===== config.mk =====
export PLATFORM = sky130hd
export DESIGN_NAME = lbr_ctrl
export DESIGN_NICKNAME = d
export VERILOG_FILES = /design/src/design/lbr_pkg.sv /design/src/design/lbr_ctrl.sv
export SDC_FILE = /design/constraint.sdc
export NUM_CORES = 1
export LEC_CHECK = 0
export ABC_CLOCK_PERIOD_IN_PS = 1300
export BUFFER_PORTS_ARGS = -buffer_cell sky130_fd_sc_hd__buf_2
export CAP_MARGIN = 10
export CORE_AREA = 5 5 42 44
export DETAILED_ROUTE_END_ITERATION = 10
export DIE_AREA = 0 0 47 49
export GPL_TIMING_DRIVEN = 0
export PLACE_DENSITY = 0.4
export SLEW_MARGIN = 20
export SYNTH_ARGS = -nofsm -noshare
export SYNTH_HDL_FRONTEND = slang
export SYNTH_SLANG_ARGS = --single-unit

===== constraint.sdc =====
create_clock -name clk -period 1.3 [get_ports clk]
set_input_delay 0.195 -clock clk [delete_from_list [all_inputs] [get_ports clk]]
set_output_delay 0.195 -clock clk [all_outputs]
set_load 0.01 [all_outputs]

===== src/design/lbr_pkg.sv =====
// ----------------------------------------------------------------------------
// LSB-first bit reader package
// Shared widths, op codes and the control/status bundles between the
// controller and the datapath.
// ----------------------------------------------------------------------------
`timescale 1ns / 1ps
`default_nettype none

package lbr_pkg;

  localparam int ADDR_W    = 12;               // byte address into the buffer
  localparam int BUF_BYTES = 1 << ADDR_W;
  localparam int DATA_W    = 8;
  localparam int NUM_W     = 6;
  localparam int MAX_BITS  = 32;
  localparam int LOC_W     = ADDR_W + 3;       // byte address plus bit offset
  localparam int VAL_W     = 32;
  localparam int WIN_BYTES = (MAX_BITS + 7 + 7) / 8;
  localparam int WIN_W     = WIN_BYTES * DATA_W;
  localparam int CNT_W     = 3;                // counts 0..WIN_BYTES

  localparam logic [1:0] OP_LOAD = 2'd0;
  localparam logic [1:0] OP_READ = 2'd1;
  localparam logic [1:0] OP_PEEK = 2'd2;
  localparam logic [1:0] OP_SEEK = 2'd3;

  // Controller to datapath
  typedef struct packed {
    logic latch;    // capture the input word
    logic exec;     // perform load/seek, set up a fetch
    logic fetch;    // stream buffer bytes into the window
    logic finish;   // form the result, advance position on read
  } lbr_cmd_t;

  // Datapath to controller
  typedef struct packed {
    logic extract;     // latched op needs buffer bytes
    logic fetch_done;  // all bytes are in the window
  } lbr_status_t;

endpackage

`default_nettype wire


===== src/design/lbr_ctrl.sv =====
// ----------------------------------------------------------------------------
// LSB-first bit reader controller
// Sequences accept, execute, byte fetch and finish; drives busy and done.
// ----------------------------------------------------------------------------
`timescale 1ns / 1ps
`default_nettype none

module lbr_ctrl (
  input  wire                   clk,
  input  wire                   rst,
  input  wire                   start,
  output logic                  busy,
  output logic                  done,
  output lbr_pkg::lbr_cmd_t     cmd,
  input  lbr_pkg::lbr_status_t  status
);
  import lbr_pkg::*;

  localparam logic [1:0] S_IDLE   = 2'd0;
  localparam logic [1:0] S_EXEC   = 2'd1;
  localparam logic [1:0] S_FETCH  = 2'd2;
  localparam logic [1:0] S_FINISH = 2'd3;

  logic [1:0] state;
  logic [1:0] state_next;

  // Next state
  always_comb begin
    state_next = state;
    unique case (state)
      S_IDLE: begin
        if (start) begin
          state_next = S_EXEC;
        end
      end
      S_EXEC: begin
        state_next = status.extract ? S_FETCH : S_FINISH;
      end
      S_FETCH: begin
        if (status.fetch_done) begin
          state_next = S_FINISH;
        end
      end
      S_FINISH: begin
        state_next = S_IDLE;
      end
      default: begin
        state_next = S_IDLE;
      end
    endcase
  end

  always_ff @(posedge clk) begin
    if (rst) begin
      state <= S_IDLE;
      done  <= 1'b0;
    end else begin
      state <= state_next;
      done  <= (state == S_FINISH);
    end
  end

  // Commands
  assign busy       = (state != S_IDLE);
  assign cmd.latch  = (state == S_IDLE) && start;
  assign cmd.exec   = (state == S_EXEC);
  assign cmd.fetch  = (state == S_FETCH);
  assign cmd.finish = (state == S_FINISH);

  a_accept_busy: assert property (@(posedge clk) disable iff (rst)
    (start && !busy) |=> busy)
    else $error("accepted word did not raise busy");

  a_done_pulse: assert property (@(posedge clk) disable iff (rst)
    done |=> !done)
    else $error("done held longer than one cycle");

  a_busy_fall_done: assert property (@(posedge clk) disable iff (rst)
    $fell(busy) |-> done)
    else $error("busy dropped without a result");

  a_fetch_exit: assert property (@(posedge clk) disable iff (rst)
    (state == S_FETCH && !status.fetch_done) |=> state == S_FETCH)
    else $error("fetch left before all bytes arrived");

endmodule

`default_nettype wire


==> impl_metrics.yaml <==
status:
  outcome: "finished, violations left"
  violations: "negative setup slack"
global_route:
  grt_max_degree: 5
  grt_usage_pct: 5.70
  grt_pass1_wl_um: 917
  grt_antenna_before_repair: 0
  grt-ovfl-total: 0
  grt_pass1_vias: 217
yosys:
  syn_area_um2: 226
  synthesis.nets: 34
  ys_warn_count: 0
  synth_area_leaders: "ha_1 (28%), dfxtp_1 (27%), inv_1 (6.6%), nor2b_4 (6.1%), nor2b_1 (5.5%)"
  syn_area_per_cell_um2: 9.44
  synth_cell_type_count: 14
  async_reset_ff_share_pct: 0
  yosys_most_used_dff: "dfxtp_1"
  synth_edf_count: 0
  synth_top_area_share_pct: 27.6
  ys_seq_area_share_pct: 26.5
  synth_most_common_cell: "ha_1"
  ys_ff_latch: 3
  postSynthCellCount: 24
  yosysTopAreaCell: "ha_1"
  synth_common_cells: "ha_1 (5), inv_1 (4), dfxtp_1 (3)"
placement:
  gp_congestion: 0.670
  place_ws_ns: -0.107
  place_hpwl_um: 395
  placement.io_buffers: 10
sta:
  worst_pin_slew_ns: 0.262
  report.final.hold_viol_count: 0
  report.final.slew_viol_count: 0
  period_share_pct: 100
  max_freq_mhz: 769
  period_needed_ns: 1.30
  max_slew_margin_pct: 82.5
  setup_violations: 1
  rsz0062_at_grt: "yes"
  finalClockSkew_ns: 0.00208
  worst_slack_ns: -0.000869
routing:
  via_per_inst: 3.88
  dr.pass1.iters: 1
  wirelength_um: 591
  drc: 0
  wl_per_cell_um: 10.4
  ant_nets: 0
  via_count: 221
  drtIter0Drc: 0
die:
  num_rows: 14
  dieArea_um2: 2300
  initial_utilization_pct: 16.2
  fp.dieH_um: 49
  ios: 11
  coreArea_um2: 1400
  die_w_um: 47
pwr:
  ir_drop_v: 0.000574
  p_leak_nw: 0.204
  powerDensity_nw_per_um2: 2400
  power_w: 0.00105
clock_network:
  clock_path_buffers: 2
  ctsHoldBuffers: 0
  cts_root_buf: "clkbuf_4"
  cts_buffers: 3
  cts_sinks: 3
  htree_levels: 1
  cts_tree: "yes"
  insertion_delay_ns: 0.23
  clkSlewWorstSetupHoldPaths_ns: 0.04
critical_path:
  cp.required_ns: 1.11
  endpoint_kind: "output port"
  worstSetupStartpointType: "register"
  critical_path_class: "register to output port"
  crit_fanout: 3
  cp.arrival_ns: 1.11
layout:
  final_nets: 52
  drive_gt1_share_pct: 75.6
  syn2layout_area_growth_pct: 92.3
  diodes: 0
run:
  drv_cap: 0
min_path:
  hold_path_class: "input port to register"
[report_power, final]
| part | leakage, nW | switching [W] | internal, W | total (W) |
|---|---|---|---|---|
| clock | 0.0150 | 0.0000511 | 0.000115 | 0.000166 |
| combinational | 0.163 | 0.000307 | 0.000388 | 0.000695 |
| sequential | 0.0256 | 0.0000459 | 0.000138 | 0.000184 |
[layout by cell type, fill, tap and decap left out]
cell type  synthesis  layout
buf_2              0       9
ha_1               5       3
clkbuf_4           0       3
buf_4              0       3
inv_4              0       2
inv_1              4       2
nor2b_4            1       2
ha_4               0       2
and2_4             0       1
nor2b_1            2       1
or3b_4             0       1
o21ai_1            1       1
a21oi_2            1       1
nand2b_4           0       1
a2111oi_4          0       1
nor2_1             1       1
o31ai_2            0       1
nor3b_2            0       1
clkbuf_1           0       1
dfxtp_1            3       1
buf_6              0       1
dfxtp_2            0       1
dfxtp_4            0       1
[cell type report]
| cell class | instances | area, um^2 |
|---|---|---|
| multi-input combinational | 17 | 225 |
| fill | 151 | 966 |
| tap | 16 | 20.0 |
| sequential | 3 | 65.1 |
| timing repair buffer | 13 | 78.8 |
| clock buffer | 4 | 26.3 |
| inverter | 4 | 20.0 |
[through the flow]
step	TNS (ns)	util, %	hold slack, ns	instance area (um^2)	cells
floorplan	0	-	0.250	233	24
global placement	-0.149	21.6	0.390	303	50
detailed placement	-0.180	21.6	0.387	303	50
CTS	0	25.3	0.137	354	56
global route	-0.0483	31.1	0.160	435	57
finish	-0.000869	31.1	0.150	435	57
[path summary, 6_finish.rpt]
check,startpoint,endpoint,slack (ns),depth (start not counted)
setup / recovery,state[0],cmd[2],-0.0009,3
hold / removal,rst,state[1],0.15,2
setup reg to reg,state[0],state[1],0.01,5
hold reg to reg,state[1],state[1],0.68,3
[metal layers]
| metal | GRT usage [%] | vias to the layer above | part of all wire, % |
|---|---|---|---|
| met1 | 7.22 | 99 | 48 |
| li1 | - | 113 | - |
| met3 | 4.43 | 0 | 10 |
| met4 | 1.38 | 0 | 0 |
| met5 | 0 | - | 0 |
| met2 | 7.47 | 9 | 42 |
[state kept, by name, indices dropped and copies added, names as in the netlist]
register / flops
done: 1
state: 2
[worst max-delay path, stage by stage, from the launching register on]
cell     delay (ns)
dfxtp_2        0.33
buf_4          0.15
ha_1           0.23
buf_2          0.16
[kinds of logic after synthesis]
group	Yosys count	synth area share (%)
and+or+nand+nor	8	26.0
adders and majority gates	5	27.6
buffers and inverters	4	6.63
AOI/OAI and AO/OA	4	13.3
DFF	3	26.5
[timing repair]
action / CTS / global route
resized for setup: 4 / 13
setup buffers: 2 / 1
setup endpoints to repair: 3 / 3
pin swaps: 0 / 4
Power figures use the tool's default switching activity.
